<file path="src/hw/rtl/multi_stream_timestamp_aligner_core_assert.svh">
// Assertion macros for the timestamp aligner core.
// Used by the top level only; expects clk and rst_n in scope.
`ifndef MULTI_STREAM_TIMESTAMP_ALIGNER_CORE_ASSERT_SVH
`define MULTI_STREAM_TIMESTAMP_ALIGNER_CORE_ASSERT_SVH
`ifndef SYNTHESIS
`define MSTA_ASSERT_IMP(lbl, ante, cons) \
  lbl: assert property (@(posedge clk) disable iff (!rst_n) (ante) |-> (cons)) \
    else $error("%m: same-cycle check failed");
`define MSTA_ASSERT_NEXT(lbl, ante, cons) \
  lbl: assert property (@(posedge clk) disable iff (!rst_n) (ante) |=> (cons)) \
    else $error("%m: next-cycle check failed");
`else
`define MSTA_ASSERT_IMP(lbl, ante, cons)
`define MSTA_ASSERT_NEXT(lbl, ante, cons)
`endif
`endif

</file>
<file path="src/hw/rtl/msta_pkg.sv">
// Shared types and constants for the timestamp aligner.
// No dependencies.
`default_nettype none
package msta_pkg;

  localparam int STAMP_W    = 63;
  localparam int SUM_W      = STAMP_W + 1;
  localparam int PERIOD_W   = 40;
  localparam int OP_W       = 2;
  localparam int SLOT_W     = 2;
  localparam int SLOT_FIELDS = 4;
  localparam int CFG_DATA_W = 64;
  localparam int CFG_ADDR_W = 4;
  localparam int QUEUE_DEPTH = 2;

  typedef logic [STAMP_W-1:0]  stamp_t;
  typedef logic [PERIOD_W-1:0] period_t;
  typedef logic [OP_W-1:0]     op_t;
  typedef logic [SLOT_W-1:0]   slot_t;

  localparam op_t     STREAM_DEPTH    = 2'd0;
  localparam slot_t   SLOT_NONE       = 2'd3;
  localparam period_t PERIOD_RESET    = 40'd200000000;
  // register index is paddr[CFG_ADDR_W-1] (8-byte registers)
  localparam logic    REG_EMIT_PERIOD = 1'b0;

  typedef struct packed {
    op_t    reference_stream;
    stamp_t reference_stamp;
    slot_t  depth_slot;
    slot_t  colour_slot;
    slot_t  ir_slot;
    slot_t  ir2_slot;
  } result_t;

endpackage
`default_nettype wire

</file>
<file path="src/hw/rtl/msta_queue.sv">
// Short request queue between the front end and the matcher.
// Depends on msta_pkg (depth).
`default_nettype none
module msta_queue #(
  parameter int WIDTH = 8
) (
  input  logic             clk,
  input  logic             rst_n,
  input  logic             push_valid,
  output logic             push_ready,
  input  logic [WIDTH-1:0] push_data,
  output logic             pop_valid,
  input  logic             pop_ready,
  output logic [WIDTH-1:0] pop_data
);

  localparam int Depth  = msta_pkg::QUEUE_DEPTH;
  localparam int PtrW   = (Depth > 1) ? $clog2(Depth) : 1;
  localparam int CountW = PtrW + 1;

  logic [WIDTH-1:0]  slots_q [Depth];
  logic [PtrW-1:0]   wr_ptr_r, wr_ptr_nxt;
  logic [PtrW-1:0]   rd_ptr_r, rd_ptr_nxt;
  logic [CountW-1:0] count_r, count_nxt;
  logic              do_push, do_pop;

  assign push_ready = (count_r != CountW'(Depth));
  assign pop_valid  = (count_r != '0);
  assign do_push    = push_valid && push_ready;
  assign do_pop     = pop_valid && pop_ready;
  assign pop_data   = slots_q[rd_ptr_r];

  always_comb begin
    wr_ptr_nxt = wr_ptr_r;
    rd_ptr_nxt = rd_ptr_r;
    count_nxt  = count_r;
    if (do_push) begin
      wr_ptr_nxt = (wr_ptr_r == PtrW'(Depth - 1)) ? '0 : wr_ptr_r + 1'b1;
    end
    if (do_pop) begin
      rd_ptr_nxt = (rd_ptr_r == PtrW'(Depth - 1)) ? '0 : rd_ptr_r + 1'b1;
    end
    if (do_push && !do_pop) begin
      count_nxt = count_r + 1'b1;
    end else if (do_pop && !do_push) begin
      count_nxt = count_r - 1'b1;
    end
  end

  always_ff @(posedge clk) begin
    if (do_push) begin
      slots_q[wr_ptr_r] <= push_data;
    end
  end

  always_ff @(posedge clk) begin
    if (!rst_n) begin
      wr_ptr_r <= '0;
      rd_ptr_r <= '0;
      count_r  <= '0;
    end else begin
      wr_ptr_r <= wr_ptr_nxt;
      rd_ptr_r <= rd_ptr_nxt;
      count_r  <= count_nxt;
    end
  end

endmodule
`default_nettype wire

</file>
<file path="config.mk">
export PLATFORM = sky130hd
export DESIGN_NAME = msta_queue
export DESIGN_NICKNAME = d
export VERILOG_FILES = /design/src/hw/rtl/multi_stream_timestamp_aligner_core_assert.svh /design/src/hw/rtl/msta_pkg.sv /design/src/hw/rtl/msta_queue.sv
export SDC_FILE = /design/constraint.sdc
export NUM_CORES = 1
export LEC_CHECK = 0
export CAP_MARGIN = 40
export CORE_MARGIN = 4
export CORE_UTILIZATION = 25
export DETAILED_ROUTE_END_ITERATION = 6
export DONT_BUFFER_PORTS = 1
export PLACE_DENSITY = 0.42
export SYNTH_ARGS = -nofsm -noshare
export SYNTH_HDL_FRONTEND = slang
export SYNTH_SLANG_ARGS = --single-unit
</file>
<file path="constraint.sdc">
create_clock -name clk -period 3.6 [get_ports clk]
set_input_delay 0.54 -clock clk [delete_from_list [all_inputs] [get_ports clk]]
set_output_delay 0.54 -clock clk [all_outputs]
set_load 0.005 [all_outputs]
</file>
==> key figures <==
Status
  – Outcome: complete, no violations

CTS
  – CTS tree: built
  – CTS resizes: 0
  – Sink Count: 21
  – Hold Buf Count CTS: 0
  – Max Root-Sink Buffers: 2
  – Postcts setup bufs: 0
  – Clock transition at the registers of the reported paths: 0.11 ns
  – H-tree lvl count: 1
  – Root Driver: clkbuf_4
  – Cts bufs inserted: 3
  – Clk_lat worst skew: 0.30 ns

Synthesis
  – Yosys reg bits: 21
  – Yosys cell types: 17
  – Synth Warn #: 0
  – Synthesized area: 810 sq um
  – Top-area cell type share of the netlist area: approximately 59%
  – Mean Syn Cell Area: 16.2 sq um
  – Post-synthesis cell count: 50
  – Dominant cell type by area after synthesis: edfxtp_1
  – Top cells by area, synth: edfxtp_1 59%, dfxtp_1 12%, mux2_2 11%
  – Register area share after synthesis: 71.7%
  – Syn_nets: 63

Power and ir drop
  – Power share of the combinational group: 23.5%
  – Max VDD drop: 0.217 mV
  – Int Power: about 0.00042 W
  – Pleak: 0.308 nW
  – Switching share of power: 28.6%
  – Clock share of power: 18.5%
  – Sequential Power Share: 58.0%
  – P per Cell Area: 664 mW/mm^2
  – P_sw: 0.000168 W

Global routing
  – Largest net degree at the start of global routing: 13
  – Grt met3 use: 3.47%
  – Grt met1 use: 7.49%
  – Busiest layer in global routing: met2
  – Number of global-route vias before repair: 400
  – Total gr overflow: 0
  – Initial antenna violation count: 0
  – First-pass GRT wire length: 1990 microns
  – Gr usage total: 6.70%
  – Met2 GRT Util: 10.1%

STA
  – Setup_tns: 0 ns
  – Final worst slack: 1.77 ns
  – Clock Skew: 0.00389 ns
  – Rel. slew slack: 72.9%
  – RSZ-0062 raised after global routing: no
  – Fmax: 546 MHz
  – Final hold viol count: 0
  – Minimum clock period: between 1.5 and 2 ns
  – Max Slew Vio Count: 0
  – Fin crit share: between 50% and 60%
  – Final setup fails: 0
  – Worst Max-Slew Pin Slew: 0.407 ns

Worst setup path
  – R2R Setup Slk: 2.02 ns
  – Cell Chain, Critical Path: mux2_2
  – Reg2Reg Capture Point: count_r[1]
  – Slowest-stage cell, CP: dfxtp_1
  – Reg2Reg Depth: 5
  – WP data arrival: roughly 1.3 ns
  – Setup CP Type: register to output pin
  – Worst Path Max Fanout: 8
  – CP delay by family, top: flip-flops
  – Worst setup EP type: output pin
  – Reg2reg start: count_r[0]
  – Worst Path Buf+Inv: 0
  – CP max stage delay: 0.58 ns
  – CP Launch Type: register
  – WP data required: 3.06 ns

Detailed routing
  – Drt via density: 4.03
  – Total Wirelength: 1250 microns
  – DR vias: 391
  – Drt first-iter violations: 16
  – WL/cell: 12.8 microns
  – Drt pass-1 iters: 4
  – Final ANT Viol Nets: 0
  – DRC: 0

Final layout
  – Final net count: between 60 and 70
  – Most frequent cells in the layout: 16 x edfxtp_1, 8 x mux2_2, 5 x dfxtp_1
  – Fillers: 325
  – Register area: 581 sq um
  – Most common cell after layout, fill and taps aside: edfxtp_1
  – # diodes: 0
  – Multi-input gate area: 216 sq um
  – Area grow syn2layout: 9.58%
  – Share of layout cells above drive strength 1: 28.3%

Placed design
  – Routability-driven placement congestion ratio: 0.686
  – Post-place setup slack: between 1.5 and 2 ns
  – Buffers added on ports: 0

Floorplanning
  – Die Span Y: 64.9 microns
  – # IOs: 22
  – Chip width: 64.9 microns
  – Initial core utilization: 26.3%
  – Die ar.: 0.00421 sq mm
  – Core region area: 0.00308 sq mm
  – Row Count: 20

Hold path
  – Worst Hold Path Cells: 0
  – Min-Delay Path Class: input port to register
  – Worst Hold Launch: push_data[0]
  – Worst min-delay path endpoint: slots_q[0][0]

Flow run
  – Max cap viols: 0
-- power groups by stage --
stage                     Combinational (W)  Clock, W  Sequential (W)
after detailed placement           0.000142         0        0.000349
after floorplan                    0.000131         0        0.000329
after global routing               0.000158  0.000128        0.000350
after global placement             0.000142         0        0.000348
after CTS                          0.000142  0.000114        0.000343
final                              0.000139  0.000109        0.000342
-- flip-flops by register name, summed over array words and instances (netlist names), named ones only --
name      cells
count_r       2
wr_ptr_r      1
slots_q      16
rd_ptr_r      1
-- through the flow --
step | hold WS, ns | total power, W | util, % | instances | instance area (sq um)
2_1_floorplan | 0.472 | 0.000461 | - | 50 | 810
3_3_place_gp | 0.516 | 0.000490 | 27.9 | 93 | 860
3_5_place_dp | 0.498 | 0.000491 | 27.9 | 93 | 860
4_1_cts | 0.316 | 0.000600 | 28.8 | 97 | 887
5_1_grt | 0.292 | 0.000635 | 28.8 | 97 | 887
6_report | 0.329 | 0.000589 | 28.8 | 97 | 887
-- worst max-delay path by stage --
| stage | endpoint | slack, ns | depth (start not counted) |
|---|---|---|---|
| floorplan | count_r[1] | 2.06 | 4 |
| global placement | count_r[1] | 2.03 | 4 |
| detailed placement | count_r[1] | 2.00 | 4 |
| CTS | pop_data[1] | 1.72 | 1 |
| global route | pop_data[1] | 1.65 | 1 |
| finish | pop_data[1] | 1.77 | 1 |
-- cell families (layout without fill, tap and decap cells) --
group / after synthesis / in the layout / share of synthesized area (%)
flops: 21 / 21 / 71.7
simple gates: 9 / 9 / 7.11
mux: 8 / 8 / 11.1
compound gates: 5 / 5 / 3.71
xor+xnor: 3 / 3 / 3.25
buf+inv: 3 / 6 / 1.55
fa+ha+maj: 1 / 1 / 1.55
-- synthesized netlist by cell type, drive strengths merged --
master and count:
nor2 3, nand3b 1, nand2b 1, or3 1, inv 2, and2 1
dfxtp 5, edfxtp 16, and3 1, ha 1, o21ai 2, a21oi 2
mux2 8, a21bo 1, or2 1, xor2 3, buf 1
-- cell type report --
type	instances	area share, %
multi-input combinational	26	24.4
tap	44	6.21
sequential	21	65.4
clock buffer	3	2.54
inverter	2	0.846
clock inverter	1	0.564
-- worst register-to-register path, stage by stage, from the launching register on --
cell and delay, ns:
dfxtp_1 0.37, nand2b_4 0.18, and2_1 0.17, ha_1 0.30
or3_1 0.37, a21oi_1 0.13
-- routing by layer --
layer  vias to the layer above  wire (microns)
li1                        188               -
met1                       187             510
met2                        14             599
met3                         2             123
met4                         0              12
met5                         -               0
(Power assumes the default switching activity.)
