<file path="src/hw/rtl/multi_stream_timestamp_aligner_core_assert.svh">
// Assertion macros for the timestamp aligner core.
// Used by the top level only; expects clk and rst_n in scope.
`ifndef MULTI_STREAM_TIMESTAMP_ALIGNER_CORE_ASSERT_SVH
`define MULTI_STREAM_TIMESTAMP_ALIGNER_CORE_ASSERT_SVH
`ifndef SYNTHESIS
`define MSTA_ASSERT_IMP(lbl, ante, cons) \
  lbl: assert property (@(posedge clk) disable iff (!rst_n) (ante) |-> (cons)) \
    else $error("%m: same-cycle check failed");
`define MSTA_ASSERT_NEXT(lbl, ante, cons) \
  lbl: assert property (@(posedge clk) disable iff (!rst_n) (ante) |=> (cons)) \
    else $error("%m: next-cycle check failed");
`else
`define MSTA_ASSERT_IMP(lbl, ante, cons)
`define MSTA_ASSERT_NEXT(lbl, ante, cons)
`endif
`endif

</file>
<file path="src/hw/rtl/msta_pkg.sv">
// Shared types and constants for the timestamp aligner.
// No dependencies.
`default_nettype none
package msta_pkg;

  localparam int STAMP_W    = 63;
  localparam int SUM_W      = STAMP_W + 1;
  localparam int PERIOD_W   = 40;
  localparam int OP_W       = 2;
  localparam int SLOT_W     = 2;
  localparam int SLOT_FIELDS = 4;
  localparam int CFG_DATA_W = 64;
  localparam int CFG_ADDR_W = 4;
  localparam int QUEUE_DEPTH = 2;

  typedef logic [STAMP_W-1:0]  stamp_t;
  typedef logic [PERIOD_W-1:0] period_t;
  typedef logic [OP_W-1:0]     op_t;
  typedef logic [SLOT_W-1:0]   slot_t;

  localparam op_t     STREAM_DEPTH    = 2'd0;
  localparam slot_t   SLOT_NONE       = 2'd3;
  localparam period_t PERIOD_RESET    = 40'd200000000;
  // register index is paddr[CFG_ADDR_W-1] (8-byte registers)
  localparam logic    REG_EMIT_PERIOD = 1'b0;

  typedef struct packed {
    op_t    reference_stream;
    stamp_t reference_stamp;
    slot_t  depth_slot;
    slot_t  colour_slot;
    slot_t  ir_slot;
    slot_t  ir2_slot;
  } result_t;

endpackage
`default_nettype wire

</file>
<file path="src/hw/rtl/msta_if.sv">
// Handshake channels for frame events and aligned results.
// Depends on msta_pkg.
`default_nettype none
interface msta_in_if;
  logic               valid;
  logic               ready;
  msta_pkg::op_t      operation;
  msta_pkg::stamp_t   frame_stamp;
  modport source (output valid, operation, frame_stamp, input ready);
  modport sink   (input valid, operation, frame_stamp, output ready);
endinterface

`default_nettype wire

</file>
<file path="src/hw/rtl/msta_front.sv">
// Front end: accepts frame events, keeps per-stream stamp history and the
// emit timer, and queues a history snapshot for every emitting depth event.
// Depends on msta_pkg and msta_if.
`default_nettype none
module msta_front #(
  parameter int STREAM_COUNT  = 4,
  parameter int HISTORY_DEPTH = 3,
  parameter int HIST_W        = STREAM_COUNT * HISTORY_DEPTH * msta_pkg::STAMP_W
) (
  input  logic                 clk,
  input  logic                 rst_n,
  msta_in_if.sink              in_ch,
  input  msta_pkg::period_t    emit_period,
  output logic                 enq_valid,
  input  logic                 enq_ready,
  output logic [HIST_W-1:0]    enq_hist
);

  typedef msta_pkg::stamp_t [STREAM_COUNT-1:0][HISTORY_DEPTH-1:0] hist_t;

  hist_t                     hist_r, hist_nxt;
  msta_pkg::stamp_t          last_emit_r, last_emit_nxt;
  logic                      accept;
  logic                      emit;
  logic [msta_pkg::SUM_W-1:0] threshold;

  assign in_ch.ready = enq_ready;
  assign accept      = in_ch.valid && enq_ready;

  // ids at or above STREAM_COUNT match no stream and leave history alone
  always_comb begin
    hist_nxt = hist_r;
    if (accept) begin
      for (int s = 0; s < STREAM_COUNT; s++) begin
        if (32'(in_ch.operation) == s) begin
          for (int k = HISTORY_DEPTH - 1; k > 0; k--) begin
            hist_nxt[s][k] = hist_r[s][k-1];
          end
          hist_nxt[s][0] = in_ch.frame_stamp;
        end
      end
    end
  end

  assign threshold = {1'b0, last_emit_r} +
                     {{(msta_pkg::SUM_W - msta_pkg::PERIOD_W){1'b0}}, emit_period};

  assign emit = accept && (in_ch.operation == msta_pkg::STREAM_DEPTH) &&
                ({1'b0, in_ch.frame_stamp} >= threshold);

  assign last_emit_nxt = emit ? in_ch.frame_stamp : last_emit_r;

  assign enq_valid = emit;
  assign enq_hist  = hist_nxt;

  always_ff @(posedge clk) begin
    if (!rst_n) begin
      hist_r      <= '0;
      last_emit_r <= '0;
    end else begin
      hist_r      <= hist_nxt;
      last_emit_r <= last_emit_nxt;
    end
  end

endmodule
`default_nettype wire

</file>
<file path="src/flat_wrapper.sv">
// flat-port wrapper written by rule: the top's interface ports become plain ports
module msta_front_flat 
#(
  parameter int STREAM_COUNT  = 4,
  parameter int HISTORY_DEPTH = 3,
  parameter int HIST_W        = STREAM_COUNT * HISTORY_DEPTH * msta_pkg::STAMP_W
)
  (clk, rst_n, emit_period, enq_valid, enq_ready, enq_hist, in_ch_valid, in_ch_operation, in_ch_frame_stamp, in_ch_ready);
  msta_in_if in_ch_i ();
  input  logic clk;
  input  logic rst_n;
  input  msta_pkg::period_t emit_period;
  output logic enq_valid;
  input  logic enq_ready;
  output logic [HIST_W-1:0] enq_hist;
  input wire logic [$bits(in_ch_i.valid)-1:0] in_ch_valid;
  input wire logic [$bits(in_ch_i.operation)-1:0] in_ch_operation;
  input wire logic [$bits(in_ch_i.frame_stamp)-1:0] in_ch_frame_stamp;
  output wire logic [$bits(in_ch_i.ready)-1:0] in_ch_ready;
  assign in_ch_i.valid = in_ch_valid;
  assign in_ch_i.operation = in_ch_operation;
  assign in_ch_i.frame_stamp = in_ch_frame_stamp;
  assign in_ch_ready = in_ch_i.ready;
  msta_front #(.STREAM_COUNT(STREAM_COUNT), .HISTORY_DEPTH(HISTORY_DEPTH), .HIST_W(HIST_W)) u_core (.clk(clk), .rst_n(rst_n), .in_ch(in_ch_i), .emit_period(emit_period), .enq_valid(enq_valid), .enq_ready(enq_ready), .enq_hist(enq_hist));
endmodule
</file>
<file path="config.mk">
export PLATFORM = sky130hd
export DESIGN_NAME = msta_front_flat
export DESIGN_NICKNAME = d
export VERILOG_FILES = /design/src/hw/rtl/multi_stream_timestamp_aligner_core_assert.svh /design/src/hw/rtl/msta_pkg.sv /design/src/hw/rtl/msta_if.sv /design/src/hw/rtl/msta_front.sv /design/src/flat_wrapper.sv
export SDC_FILE = /design/constraint.sdc
export NUM_CORES = 2
export LEC_CHECK = 0
export BUFFER_PORTS_ARGS = -buffer_cell sky130_fd_sc_hd__buf_2
export CORE_MARGIN = 10
export CORE_UTILIZATION = 35
export CTS_CLUSTER_DIAMETER = 60
export DETAILED_ROUTE_END_ITERATION = 7
export SLEW_MARGIN = 20
export SYNTH_ARGS = -nofsm -noshare
export SYNTH_HDL_FRONTEND = slang
export SYNTH_SLANG_ARGS = --single-unit
export TNS_END_PERCENT = 10
</file>
<file path="constraint.sdc">
create_clock -name clk -period 11.45 [get_ports clk]
set_input_delay 0.5725 -clock clk [delete_from_list [all_inputs] [get_ports clk]]
set_output_delay 0.5725 -clock clk [all_outputs]
set_load 0.01 [all_outputs]
</file>
==> flow_metrics.py <==
metrics = {
    "clock_network": {
        "cts.reportedPaths.clkPinSlew_ns": 0.06,
        "post_cts_resized": 0,
        "cts_buffer_depth": 3,
        "ctsHoldBuffers": 0,
        "cts_buffers": 98,
        "clock-root-buffer": "clkbuf_16",
        "htreeDepth": 3,
        "cts_tree": "built",
        "cts_setup_buffers": 0,
        "clock-sinks": 819,
        "clock_latency_ns": 0.67,
    },
    "placement": {
        "gp_congestion": 0.855,
        "io_buffers": 866,
        "dpl-instance-area_um2": 41200,
        "dp_hpwl_um": 90000,
        "pre_cts_slack_ns": 5.36,
    },
    "cells_and_area": {
        "drive_above_1_share_pct": 36.0,
        "layout_commonest_cell": "buf_2",
        "nFillCells": 10100,
        "final_cell_mix": "865 x buf_2, 819 x dfxtp_1, 763 x and2_1",
        "final_util_pct": 43.8,
        "num-nets-final": 4663,
        "stdcell_area_um2": 44500,
        "area_delta_synth_final_pct": 24.0,
    },
    "routing": {
        "wl_per_cell_um": 20.4,
        "drc": 0,
        "via_per_inst": 4.70,
        "vias": 27700,
        "drtIter0Drc": 1347,
        "routed_wirelength_um": 120000,
        "detail-route-antenna-nets": 0,
        "firstDrtPassIters": 5,
    },
    "power_and_ir_drop": {
        "p_leak_uw": 0.0224,
        "p_int_uw": 4900,
        "seqPwrFrac_pct": 44.9,
        "power_uw": 6440,
        "vdd_ir_drop_max_uv": 151,
        "p_sw_uw": 1540,
        "p_per_area_nw_per_um2": 145,
        "combPwrFrac_pct": 6.2,
        "p_sw_share_pct": 23.9,
        "power_frac_clock_pct": 48.9,
    },
    "floorplan": {
        "ioPinCount": 867,
        "die_height_um": 340,
        "die_x_um": 340,
        "initial_core_util_pct": 35.3,
        "rows": 117,
        "core_um2": 102000,
        "die_area_um2": 116000,
    },
    "worst_setup_path": {
        "r2r_start": "u_core.last_emit_r[10]",
        "cp.required_ns": 10.88,
        "crit_path_start_kind": "flop",
        "crit_fanout": 26,
        "path_buf_inv": 1,
        "crit_top_cell": "nand4_1",
        "cp_cell_sequence": "ha_1 -> and3_1 -> a221oi_1 -> a2bb2oi_1 -> a21oi_1 -> o21ai_0 -> nand4_1 -> nand4_1 -> xor2_1 -> ha_1 -> nand4_1 -> nor3_1 -> nand4_1 -> nor2_1 -> o41ai_1 -> nand2_1 -> o21a_4 -> buf_2",
        "worstPathArrival_ns": 5.61,
        "critical_path_class": "reg2out",
        "critical-path-max-stage-delay_ns": 0.55,
        "worstSetupEndpointType": "output pin",
        "cp-startpoint": "u_core.last_emit_r[10]",
        "crit_family": "simple AND/OR/NAND/NOR gates",
        "critPathSlowestCell": "nand4_1",
    },
    "yosys": {
        "synth_cells": 3685,
        "syn_avg_cell_area_um2": 9.74,
        "yosys_warnings": 0,
        "async_flop_share_pct": 0,
        "synth_edf_count": 0,
        "ys_seq_area_share_pct": 45.7,
        "syn_nets": 3898,
        "synthTopCellsByArea": "dfxtp_1 46%, mux2_2 18%, and2_1 13%",
        "yosys.cell_types.count": 65,
        "netlist_area_um2": 35900,
        "yosys.area.top_type": "dfxtp_1",
        "synth_top_area_share_pct": 45.7,
        "ys.flop_type": "dfxtp_1",
        "ys_seq_elements": 819,
    },
    "min_path": {
        "worstHoldPathType": "in2reg",
        "hp-start": "in_ch_frame_stamp[0]",
    },
    "sta": {
        "fmax_ghz": 0.162,
        "rsz0062_at_grt": "false",
        "maxSlewViolCount": 0,
        "setup_viol": 0,
        "final.setup.worst_slack_ns": 5.26,
        "setup_tns_ns": 0,
        "skew_ns": 0.0148,
        "fin_crit_ns": 6.19,
        "max_slew_margin_pct": 26.7,
        "period_share_pct": 54.0,
        "final_hold_viol_count": 0,
        "tightestPinTransition_ns": 1.10,
    },
    "global_routing": {
        "track_usage_pct": 19.8,
        "grt_antenna_before_repair": 16,
        "grt.overflow.total": 0,
        "grt_pass1_vias": 27400,
        "grt_max_degree": 273,
        "grt_pass1_wl_um": 178000,
    },
    "run": {
        "drv_cap": 0,
    },
    "outcome": {
        "status": "completed",
    },
}
[worst reg2reg max path, delay by kind of cell (launching register included)]
family	cells	cell delay (ns)
AOI/OAI and AO/OA	6	1.66
DFF	1	0.33
muxes	1	0.31
adders and majority gates	2	0.64
buffers and inverters	1	0.66
and+or+nand+nor	8	1.94
xor gates and xnor gates	1	0.10
[through the flow]
stage,instances,hold slack [ns]
finish,5900,0.180
global route,5895,0.148
CTS,5894,0.119
detailed placement,5718,0.455
global placement,5718,0.446
floorplan,3685,0.438
[layout make-up]
cell class / instances / area, µm² / area share (%)
Multi-Input combinational cell: 2625 / 18500 / 41.5
Sequential cell: 819 / 16400 / 36.8
Timing Repair Buffer: 888 / 4550 / 10.2
Clock buffer: 143 / 2900 / 6.50
Tap cell: 1368 / 1710 / 3.84
Clock inverter: 33 / 405 / 0.910
Inverter: 18 / 67.6 / 0.152
Antenna cell: 6 / 15.0 / 0.0337
[power groups by stage]
stage / Clock [µW] / Combinational, µW / Sequential, µW
after global routing: 3350 / 445 / 2890
after CTS: 3240 / 411 / 2890
after detailed placement: 0 / 409 / 2950
after global placement: 0 / 408 / 2950
final: 3150 / 402 / 2890
after floorplan: 0 / 240 / 2950
[worst paths after layout]
kind / end / slack (ns) / cells past startpoint
min: u_core.last_emit_r[0] / 0.18 / 3
max: enq_valid / 5.26 / 18
min reg2reg: u_core.last_emit_r[39] / 0.46 / 2
max reg2reg: u_core.last_emit_r[29] / 5.76 / 19
[cell usage after synthesis, drive strengths merged, types with 3 or more instances]
cell	instances
a21boi	3
nor3	12
nor2	33
nand4b	4
and2	763
nand2	738
a211oi	9
ha	103
o21a	5
a31oi	7
a2111oi	3
a21oi	51
buf	13
nand3b	3
xnor2	26
xor2	34
dfxtp	819
nand3	24
mux2i	63
inv	18
and4	5
o21bai	3
o31a	3
a221oi	5
a21o	33
nand2b	8
nand4	21
o211ai	5
and3	15
nor3b	3
o221ai	4
mux2	564
o21ai	44
or2	3
clkbuf	210
[sequential cells by signal, summed over array words and instances (netlist names)]
signal              cells
u_core.last_emit_r     63
u_core.hist_r         756
[logic make-up after synthesis]
family	after synthesis	share of synthesized area (%)
simple gates	1641	23.3
flops	819	45.7
mux	627	19.4
buf+inv	241	2.86
compound gates	193	3.64
fa+ha+maj	104	3.65
xor+xnor	60	1.46
[layer usage]
metal	vias up	track usage (%)	part of all wire, %	routed length, µm
met1	13100	23.2	41	49800
li1	13800	-	-	-
met5	-	0	0.079	95
met4	14	5.94	3.0	3660
met2	715	34.5	49	58500
met3	180	5.96	6.7	8110
Power figures use the tool's default switching activity.
