==> config.mk <==
export PLATFORM = sky130hd
export DESIGN_NAME = msta_back_flat
export DESIGN_NICKNAME = d
export VERILOG_FILES = /design/src/hw/rtl/multi_stream_timestamp_aligner_core_assert.svh /design/src/hw/rtl/msta_pkg.sv /design/src/hw/rtl/msta_if.sv /design/src/hw/rtl/msta_back.sv /design/src/flat_wrapper.sv
export SDC_FILE = /design/constraint.sdc
export NUM_CORES = 2
export LEC_CHECK = 0
export BUFFER_PORTS_ARGS = -buffer_cell sky130_fd_sc_hd__buf_2
export CORE_AREA = 2 2 330 332
export DETAILED_ROUTE_END_ITERATION = 12
export DIE_AREA = 0 0 332 334
export GPL_TIMING_DRIVEN = 0
export PLACE_DENSITY_LB_ADDON = 0.05
export RECOVER_POWER = 25
export REMOVE_ABC_BUFFERS = 1
export SYNTH_ARGS = -nofsm -noshare
export SYNTH_HDL_FRONTEND = slang
export SYNTH_SLANG_ARGS = --single-unit
==> constraint.sdc <==
create_clock -name clk -period 4.6 [get_ports clk]
set_clock_uncertainty 0.05 [all_clocks]
set_input_delay 0.23 -clock clk [delete_from_list [all_inputs] [get_ports clk]]
set_output_delay 0.23 -clock clk [all_outputs]
set_load 0.1 [all_outputs]
==> src/hw/rtl/multi_stream_timestamp_aligner_core_assert.svh <==
// Assertion macros for the timestamp aligner core.
// Used by the top level only; expects clk and rst_n in scope.
`ifndef MULTI_STREAM_TIMESTAMP_ALIGNER_CORE_ASSERT_SVH
`define MULTI_STREAM_TIMESTAMP_ALIGNER_CORE_ASSERT_SVH
`ifndef SYNTHESIS
`define MSTA_ASSERT_IMP(lbl, ante, cons) \
  lbl: assert property (@(posedge clk) disable iff (!rst_n) (ante) |-> (cons)) \
    else $error("%m: same-cycle check failed");
`define MSTA_ASSERT_NEXT(lbl, ante, cons) \
  lbl: assert property (@(posedge clk) disable iff (!rst_n) (ante) |=> (cons)) \
    else $error("%m: next-cycle check failed");
`else
`define MSTA_ASSERT_IMP(lbl, ante, cons)
`define MSTA_ASSERT_NEXT(lbl, ante, cons)
`endif
`endif

==> src/hw/rtl/msta_pkg.sv <==
// Shared types and constants for the timestamp aligner.
// No dependencies.
`default_nettype none
package msta_pkg;

  localparam int STAMP_W    = 63;
  localparam int SUM_W      = STAMP_W + 1;
  localparam int PERIOD_W   = 40;
  localparam int OP_W       = 2;
  localparam int SLOT_W     = 2;
  localparam int SLOT_FIELDS = 4;
  localparam int CFG_DATA_W = 64;
  localparam int CFG_ADDR_W = 4;
  localparam int QUEUE_DEPTH = 2;

  typedef logic [STAMP_W-1:0]  stamp_t;
  typedef logic [PERIOD_W-1:0] period_t;
  typedef logic [OP_W-1:0]     op_t;
  typedef logic [SLOT_W-1:0]   slot_t;

  localparam op_t     STREAM_DEPTH    = 2'd0;
  localparam slot_t   SLOT_NONE       = 2'd3;
  localparam period_t PERIOD_RESET    = 40'd200000000;
  // register index is paddr[CFG_ADDR_W-1] (8-byte registers)
  localparam logic    REG_EMIT_PERIOD = 1'b0;

  typedef struct packed {
    op_t    reference_stream;
    stamp_t reference_stamp;
    slot_t  depth_slot;
    slot_t  colour_slot;
    slot_t  ir_slot;
    slot_t  ir2_slot;
  } result_t;

endpackage
`default_nettype wire

==> src/hw/rtl/msta_if.sv <==
// Handshake channels for frame events and aligned results.
// Depends on msta_pkg.
`default_nettype none


interface msta_out_if;
  logic               valid;
  logic               ready;
  msta_pkg::op_t      reference_stream;
  msta_pkg::stamp_t   reference_stamp;
  msta_pkg::slot_t    depth_slot;
  msta_pkg::slot_t    colour_slot;
  msta_pkg::slot_t    ir_slot;
  msta_pkg::slot_t    ir2_slot;
  modport source (output valid, reference_stream, reference_stamp, depth_slot,
                  colour_slot, ir_slot, ir2_slot, input ready);
  modport sink   (input valid, reference_stream, reference_stamp, depth_slot,
                  colour_slot, ir_slot, ir2_slot, output ready);
endinterface
`default_nettype wire

==> src/hw/rtl/msta_back.sv <==
// Back end: picks the reference stream from a history snapshot, finds the
// matching slot of every stream and holds the result for the sink.
// Depends on msta_pkg and msta_if.
`default_nettype none
module msta_back #(
  parameter int STREAM_COUNT  = 4,
  parameter int HISTORY_DEPTH = 3,
  parameter int HIST_W        = STREAM_COUNT * HISTORY_DEPTH * msta_pkg::STAMP_W
) (
  input  logic              clk,
  input  logic              rst_n,
  input  logic              deq_valid,
  output logic              deq_ready,
  input  logic [HIST_W-1:0] deq_hist,
  msta_out_if.source        out_ch
);

  localparam int IdW = $clog2(STREAM_COUNT);

  typedef msta_pkg::stamp_t [STREAM_COUNT-1:0][HISTORY_DEPTH-1:0] hist_t;

  hist_t                                              hist;
  logic [STREAM_COUNT-1:0]                            win;
  logic [STREAM_COUNT-1:0][STREAM_COUNT-1:0][HISTORY_DEPTH-1:0] eq;
  logic [IdW-1:0]                                     ref_id;
  msta_pkg::stamp_t                                   ref_t;
  msta_pkg::slot_t [STREAM_COUNT-1:0]                 slot_all;
  msta_pkg::slot_t [msta_pkg::SLOT_FIELDS-1:0]        slot_field;
  logic                                               pop;
  logic                                               out_valid_r, out_valid_nxt;
  msta_pkg::result_t                                  res_r, res_nxt;

  assign hist = deq_hist;

  // a stream wins if strictly below every lower id and not above any higher id
  always_comb begin
    for (int s = 0; s < STREAM_COUNT; s++) begin
      win[s] = 1'b1;
      for (int j = 0; j < STREAM_COUNT; j++) begin
        if (j < s && !(hist[s][0] < hist[j][0])) win[s] = 1'b0;
        if (j > s && !(hist[s][0] <= hist[j][0])) win[s] = 1'b0;
      end
    end
  end

  // every candidate's newest stamp against every history entry, in parallel
  always_comb begin
    for (int s = 0; s < STREAM_COUNT; s++) begin
      for (int f = 0; f < STREAM_COUNT; f++) begin
        for (int k = 0; k < HISTORY_DEPTH; k++) begin
          eq[s][f][k] = (hist[s][0] == hist[f][k]);
        end
      end
    end
  end

  always_comb begin
    ref_id = '0;
    ref_t  = '0;
    for (int s = 0; s < STREAM_COUNT; s++) begin
      if (win[s]) begin
        ref_id = ref_id | IdW'(s);
        ref_t  = ref_t | hist[s][0];
      end
    end
  end

  // bit s: candidate s's newest stamp equals entry k of stream f
  function automatic logic [STREAM_COUNT-1:0] eq_col(input int f, input int k);
    logic [STREAM_COUNT-1:0] col;
    for (int s = 0; s < STREAM_COUNT; s++) begin
      col[s] = eq[s][f][k];
    end
    return col;
  endfunction

  // lowest matching slot wins; slots past the field range report none
  always_comb begin
    logic hit;
    for (int f = 0; f < STREAM_COUNT; f++) begin
      slot_all[f] = msta_pkg::SLOT_NONE;
      for (int k = HISTORY_DEPTH - 1; k >= 0; k--) begin
        hit = |(win & eq_col(f, k));
        if (hit) begin
          slot_all[f] = (k < int'(msta_pkg::SLOT_NONE)) ? msta_pkg::slot_t'(k)
                                                       : msta_pkg::SLOT_NONE;
        end
      end
    end
  end

  always_comb begin
    slot_field = {msta_pkg::SLOT_FIELDS{msta_pkg::SLOT_NONE}};
    for (int f = 0; f < STREAM_COUNT && f < msta_pkg::SLOT_FIELDS; f++) begin
      slot_field[f] = slot_all[f];
    end
  end

  assign deq_ready = !out_valid_r || out_ch.ready;
  assign pop       = deq_valid && deq_ready;

  always_comb begin
    res_nxt.reference_stream = msta_pkg::op_t'(ref_id);
    res_nxt.reference_stamp  = ref_t;
    res_nxt.depth_slot       = slot_field[0];
    res_nxt.colour_slot      = slot_field[1];
    res_nxt.ir_slot          = slot_field[2];
    res_nxt.ir2_slot         = slot_field[3];
  end

  always_comb begin
    out_valid_nxt = out_valid_r;
    if (pop) begin
      out_valid_nxt = 1'b1;
    end else if (out_ch.ready) begin
      out_valid_nxt = 1'b0;
    end
  end

  always_ff @(posedge clk) begin
    if (!rst_n) begin
      out_valid_r <= 1'b0;
    end else begin
      out_valid_r <= out_valid_nxt;
    end
  end

  always_ff @(posedge clk) begin
    if (pop) begin
      res_r <= res_nxt;
    end
  end

  assign out_ch.valid            = out_valid_r;
  assign out_ch.reference_stream = res_r.reference_stream;
  assign out_ch.reference_stamp  = res_r.reference_stamp;
  assign out_ch.depth_slot       = res_r.depth_slot;
  assign out_ch.colour_slot      = res_r.colour_slot;
  assign out_ch.ir_slot          = res_r.ir_slot;
  assign out_ch.ir2_slot         = res_r.ir2_slot;

endmodule
`default_nettype wire

==> src/flat_wrapper.sv <==
// flat-port wrapper written by rule: the top's interface ports become plain ports
module msta_back_flat 
#(
  parameter int STREAM_COUNT  = 4,
  parameter int HISTORY_DEPTH = 3,
  parameter int HIST_W        = STREAM_COUNT * HISTORY_DEPTH * msta_pkg::STAMP_W
)
  (clk, rst_n, deq_valid, deq_ready, deq_hist, out_ch_valid, out_ch_reference_stream, out_ch_reference_stamp, out_ch_depth_slot, out_ch_colour_slot, out_ch_ir_slot, out_ch_ir2_slot, out_ch_ready);
  msta_out_if out_ch_i ();
  input  logic clk;
  input  logic rst_n;
  input  logic deq_valid;
  output logic deq_ready;
  input  logic [HIST_W-1:0] deq_hist;
  output wire logic [$bits(out_ch_i.valid)-1:0] out_ch_valid;
  output wire logic [$bits(out_ch_i.reference_stream)-1:0] out_ch_reference_stream;
  output wire logic [$bits(out_ch_i.reference_stamp)-1:0] out_ch_reference_stamp;
  output wire logic [$bits(out_ch_i.depth_slot)-1:0] out_ch_depth_slot;
  output wire logic [$bits(out_ch_i.colour_slot)-1:0] out_ch_colour_slot;
  output wire logic [$bits(out_ch_i.ir_slot)-1:0] out_ch_ir_slot;
  output wire logic [$bits(out_ch_i.ir2_slot)-1:0] out_ch_ir2_slot;
  input wire logic [$bits(out_ch_i.ready)-1:0] out_ch_ready;
  assign out_ch_valid = out_ch_i.valid;
  assign out_ch_reference_stream = out_ch_i.reference_stream;
  assign out_ch_reference_stamp = out_ch_i.reference_stamp;
  assign out_ch_depth_slot = out_ch_i.depth_slot;
  assign out_ch_colour_slot = out_ch_i.colour_slot;
  assign out_ch_ir_slot = out_ch_i.ir_slot;
  assign out_ch_ir2_slot = out_ch_i.ir2_slot;
  assign out_ch_i.ready = out_ch_ready;
  msta_back #(.STREAM_COUNT(STREAM_COUNT), .HISTORY_DEPTH(HISTORY_DEPTH), .HIST_W(HIST_W)) u_core (.clk(clk), .rst_n(rst_n), .deq_valid(deq_valid), .deq_ready(deq_ready), .deq_hist(deq_hist), .out_ch(out_ch_i));
endmodule
==> impl_metrics.py <==
metrics = {
    "status": {
        "status": "finished with violations",
        "violations": "max-capacitance violations, max-slew violations, negative setup slack",
    },
    "cts": {
        "cts_tree": "yes",
        "numCtsBuffers": 9,
        "cts.path.max_buffers": 2,
        "ctsRootBufferMaster": "clkbuf_16",
        "clock_latency_ns": 0.43,
        "h-tree-depth": 3,
        "clk_pin_slew_worst_paths_ns": 0.09,
        "cts_sinks": 74,
    },
    "placement": {
        "gp_congestion": 1.06,
        "place.port_buffers": 834,
        "dp.cells": 5875,
        "dp_hpwl_um": 229000,
    },
    "worst_setup_path": {
        "worstPathArrival_ns": 4.98,
        "slowest_stage": "nor4_1",
        "critPathRequiredTime_ns": 4.74,
        "worstPathCellList": "buf_2 > inv_1 > ha_1 > a21oi_1 > o21ai_0 > a221oi_1 > nand3_1 > a311oi_2 > a21oi_4 > nor4_1 > nor3b_1 > and2_1",
        "crit_type": "input port to flip-flop",
        "max_stage_delay_ns": 1.16,
        "cp-end-kind": "flip-flop",
        "crit_path_start_kind": "input port",
        "crit_path_max_fanout": 10,
    },
    "finish": {
        "drive_gt1_share_pct": 19.8,
        "utilization_pct": 34.6,
        "fillers": 11870,
        "area_growth_pct": 19.6,
        "nets": 5620,
        "fin_cells": 5923,
    },
    "route": {
        "routedWlPerCell_um": 55.5,
        "vias": 40820,
        "final_antenna_net_count": 0,
        "dr.pass1.iters": 9,
        "drc": 0,
        "vias_per_cell": 6.89,
        "wirelength_um": 329000,
        "drtIter0Drc": 8413,
    },
    "pwr": {
        "ir_drop_v": 0.000204,
        "p_leak_nw": 15.8,
        "power_mw": 7.65,
        "p_per_area_nw_per_um2": 205,
    },
    "job": {
        "cap_violations": 1,
    },
    "synth": {
        "synth.yosys.warnings": 0,
        "yosysUniqueCellTypes": 61,
        "synth_cells": 3915,
        "postSynthRegisterBits": 74,
        "syn_area_um2": 31200,
        "avgSynthCellArea_um2": 7.96,
        "synth_ff_type": "edfxtp_1",
        "synth_edf_count": 73,
        "ys_seq_area_share_pct": 7.09,
        "synth_async_sr_flop_share_pct": 0,
    },
    "grt": {
        "grt_overflow": 0,
        "groute.usage.overall_pct": 56.7,
        "antenna_found_initial": 41,
        "grt_pass1_vias": 36558,
        "grt_first_pass_wirelength_um": 405000,
        "grt_start_max_net_pins": 45,
    },
    "timing": {
        "hold_ws_ns": 0.416,
        "finalWorstSetupSlack_ns": -0.241,
        "hold_viol_final": 0,
        "setup_viol": 15,
        "rsz0062_at_grt": "false",
        "max_freq_ghz": 0.207,
        "worst_slew_margin_rel_pct": -95.8,
        "slew_viol_final": 30,
        "tightestPinTransition_ns": 2.94,
        "period_needed_ns": 4.84,
        "post-route-period-util_pct": 105,
        "fin_tns_setup_ns": -1.29,
    },
    "floorplan": {
        "die-area_um2": 111000,
        "boundaryPins": 835,
        "die_w_um": 332,
        "initial_core_util_pct": 28.9,
        "die_h_um": 334,
        "num_rows": 121,
        "core_area_um2": 108000,
    },
    "min_path": {
        "hp-class": "input port to flip-flop",
    },
}
cells by family after synthesis:
group	count (synthesis)	synth area share (%)
XOR/XNOR	1635	45.9
AND/OR/NAND/NOR	877	16.4
flip-flops	74	7.09
buffers and inverters	515	6.32
adder cells (fa/ha/maj)	378	15.2
AO/OA/AOI/OAI	436	9.09
Yosys cell counts (5+ instances only):
cell type	instances	share of area, %
inv_1	209	2.5
o21ai_1	7	0.11
xor2_1	987	28
a31oi_1	7	0.14
and4_1	6	0.17
a221o_1	5	0.16
xnor2_1	648	18
a222oi_1	63	2.0
o31ai_1	6	0.14
and3_1	8	0.16
edfxtp_1	73	7.0
nand3b_1	6	0.14
nand4_1	309	6.2
ha_1	378	15
clkbuf_1	290	3.5
o211ai_1	5	0.12
o21ai_0	108	1.7
nor4_1	312	6.3
a21o_1	27	0.65
a21oi_1	146	2.3
nand3_1	46	0.74
nand2_1	98	1.2
buf_2	12	0.19
nor3_1	30	0.48
a211oi_1	18	0.43
a221oi_1	14	0.39
nor2_1	36	0.43
flip-flops by register name (all words and copies together), names as in the netlist:
signal	flops
u_core.out_ch.reference_stamp	63
u_core.out_ch.ir2_slot	2
u_core.out_ch.depth_slot	2
u_core.out_ch.colour_slot	2
u_core.out_ch.valid	1
u_core.out_ch.ir_slot	2
u_core.out_ch.reference_stream	2
metrics by stage:
stage                     setup slack, ns  instance area (µm²)
after detailed placement            -2.18                36400
after floorplan                    -0.281                30000
after CTS                         0.00609                37100
final                              -0.241                37300
after global routing               0.0467                37200
after global placement              -6.85                35900
power breakdown:
part / leakage (nW) / internal, mW / switching [mW]
Clock: 0.147 / 0.435 / 0.503
Combinational: 14.9 / 1.56 / 4.27
Sequential: 0.724 / 0.854 / 0.0279
path summary, 6_finish.rpt:
check / slack, ns / endpoint / start / cells past startpoint
worst max-delay path: -0.24 / u_core.out_ch.ir_slot[1]$_SDFFCE_PP0P_ / deq_hist[584] / 12
worst min register to register: 1.05 / u_core.out_ch.valid$_SDFFE_PN0P_ / u_core.out_ch.valid$_SDFFE_PN0P_ / 3
worst min-delay path: 0.42 / u_core.out_ch.reference_stamp[35]$_DFFE_PP_ / deq_hist[413] / 3
worst max register to register: 1.18 / u_core.out_ch.reference_stamp[7]$_DFFE_PP_ / u_core.out_ch.valid$_SDFFE_PN0P_ / 3
routing by layer:
metal | global-route usage (%) | vias up | part of all wire (%)
met1 | 66.1 | 19918 | 36
met4 | 49.0 | 33 | 11
met3 | 27.3 | 1434 | 15
met5 | 2.69 | - | 0.16
li1 | - | 15006 | -
met2 | 76.2 | 4429 | 37
cells in the final DEF, fill, tap and decap left out, drive strengths merged, types with 4 or more instances in the layout:
| cell type | synthesis | routed |
|---|---|---|
| nor2b | 4 | 4 |
| a21oi | 146 | 146 |
| a22oi | 4 | 4 |
| inv | 209 | 213 |
| and3 | 8 | 9 |
| clkbuf | 290 | 70 |
| edfxtp | 73 | 73 |
| nor2 | 36 | 36 |
| nand2b | 4 | 4 |
| nand2 | 98 | 98 |
| diode | 0 | 22 |
| nand4 | 309 | 309 |
| nor4 | 313 | 313 |
| nand3b | 6 | 6 |
| a31oi | 7 | 7 |
| a21o | 27 | 27 |
| buf | 16 | 798 |
| and4 | 6 | 6 |
| a211oi | 18 | 18 |
| nor3 | 31 | 31 |
| a221oi | 14 | 14 |
| a222oi | 63 | 63 |
| a2111oi | 4 | 4 |
| xor2 | 987 | 987 |
| o21ai | 115 | 115 |
| nand3 | 46 | 46 |
| o211ai | 5 | 5 |
| xnor2 | 648 | 648 |
| and2 | 4 | 4 |
| a221o | 5 | 5 |
| ha | 378 | 378 |
| o31ai | 6 | 6 |
critical path: cells and delay by family:
kind            cells  cell delay (ns)
compound gates      5             1.44
fa+ha+maj           1             0.25
simple gates        4             2.13
buf+inv             2             0.91
what timing repair did:
action | 4_1_cts | 5_1_grt
pin swaps | 2 | 3
endpoints found under the setup margin | 73 | 31
cloned | 1 | 0
hold buffers | 2 | 0
resized for setup | 110 | 49
setup buffers | 6 | 1
hold endpoints to repair | 1 | 0
cell type report:
class | instances | area, µm² | area share [%]
diodes | 22 | 55.1 | 0.148
clock buffers | 9 | 225 | 0.604
clock inverters | 7 | 85.1 | 0.228
multi-input cells | 3327 | 27200 | 73.0
well taps | 1414 | 1770 | 4.74
flip-flops and latches | 74 | 2210 | 5.93
inverters | 209 | 785 | 2.10
repair buffers | 861 | 4930 | 13.2
(Power assumes the default switching activity.)
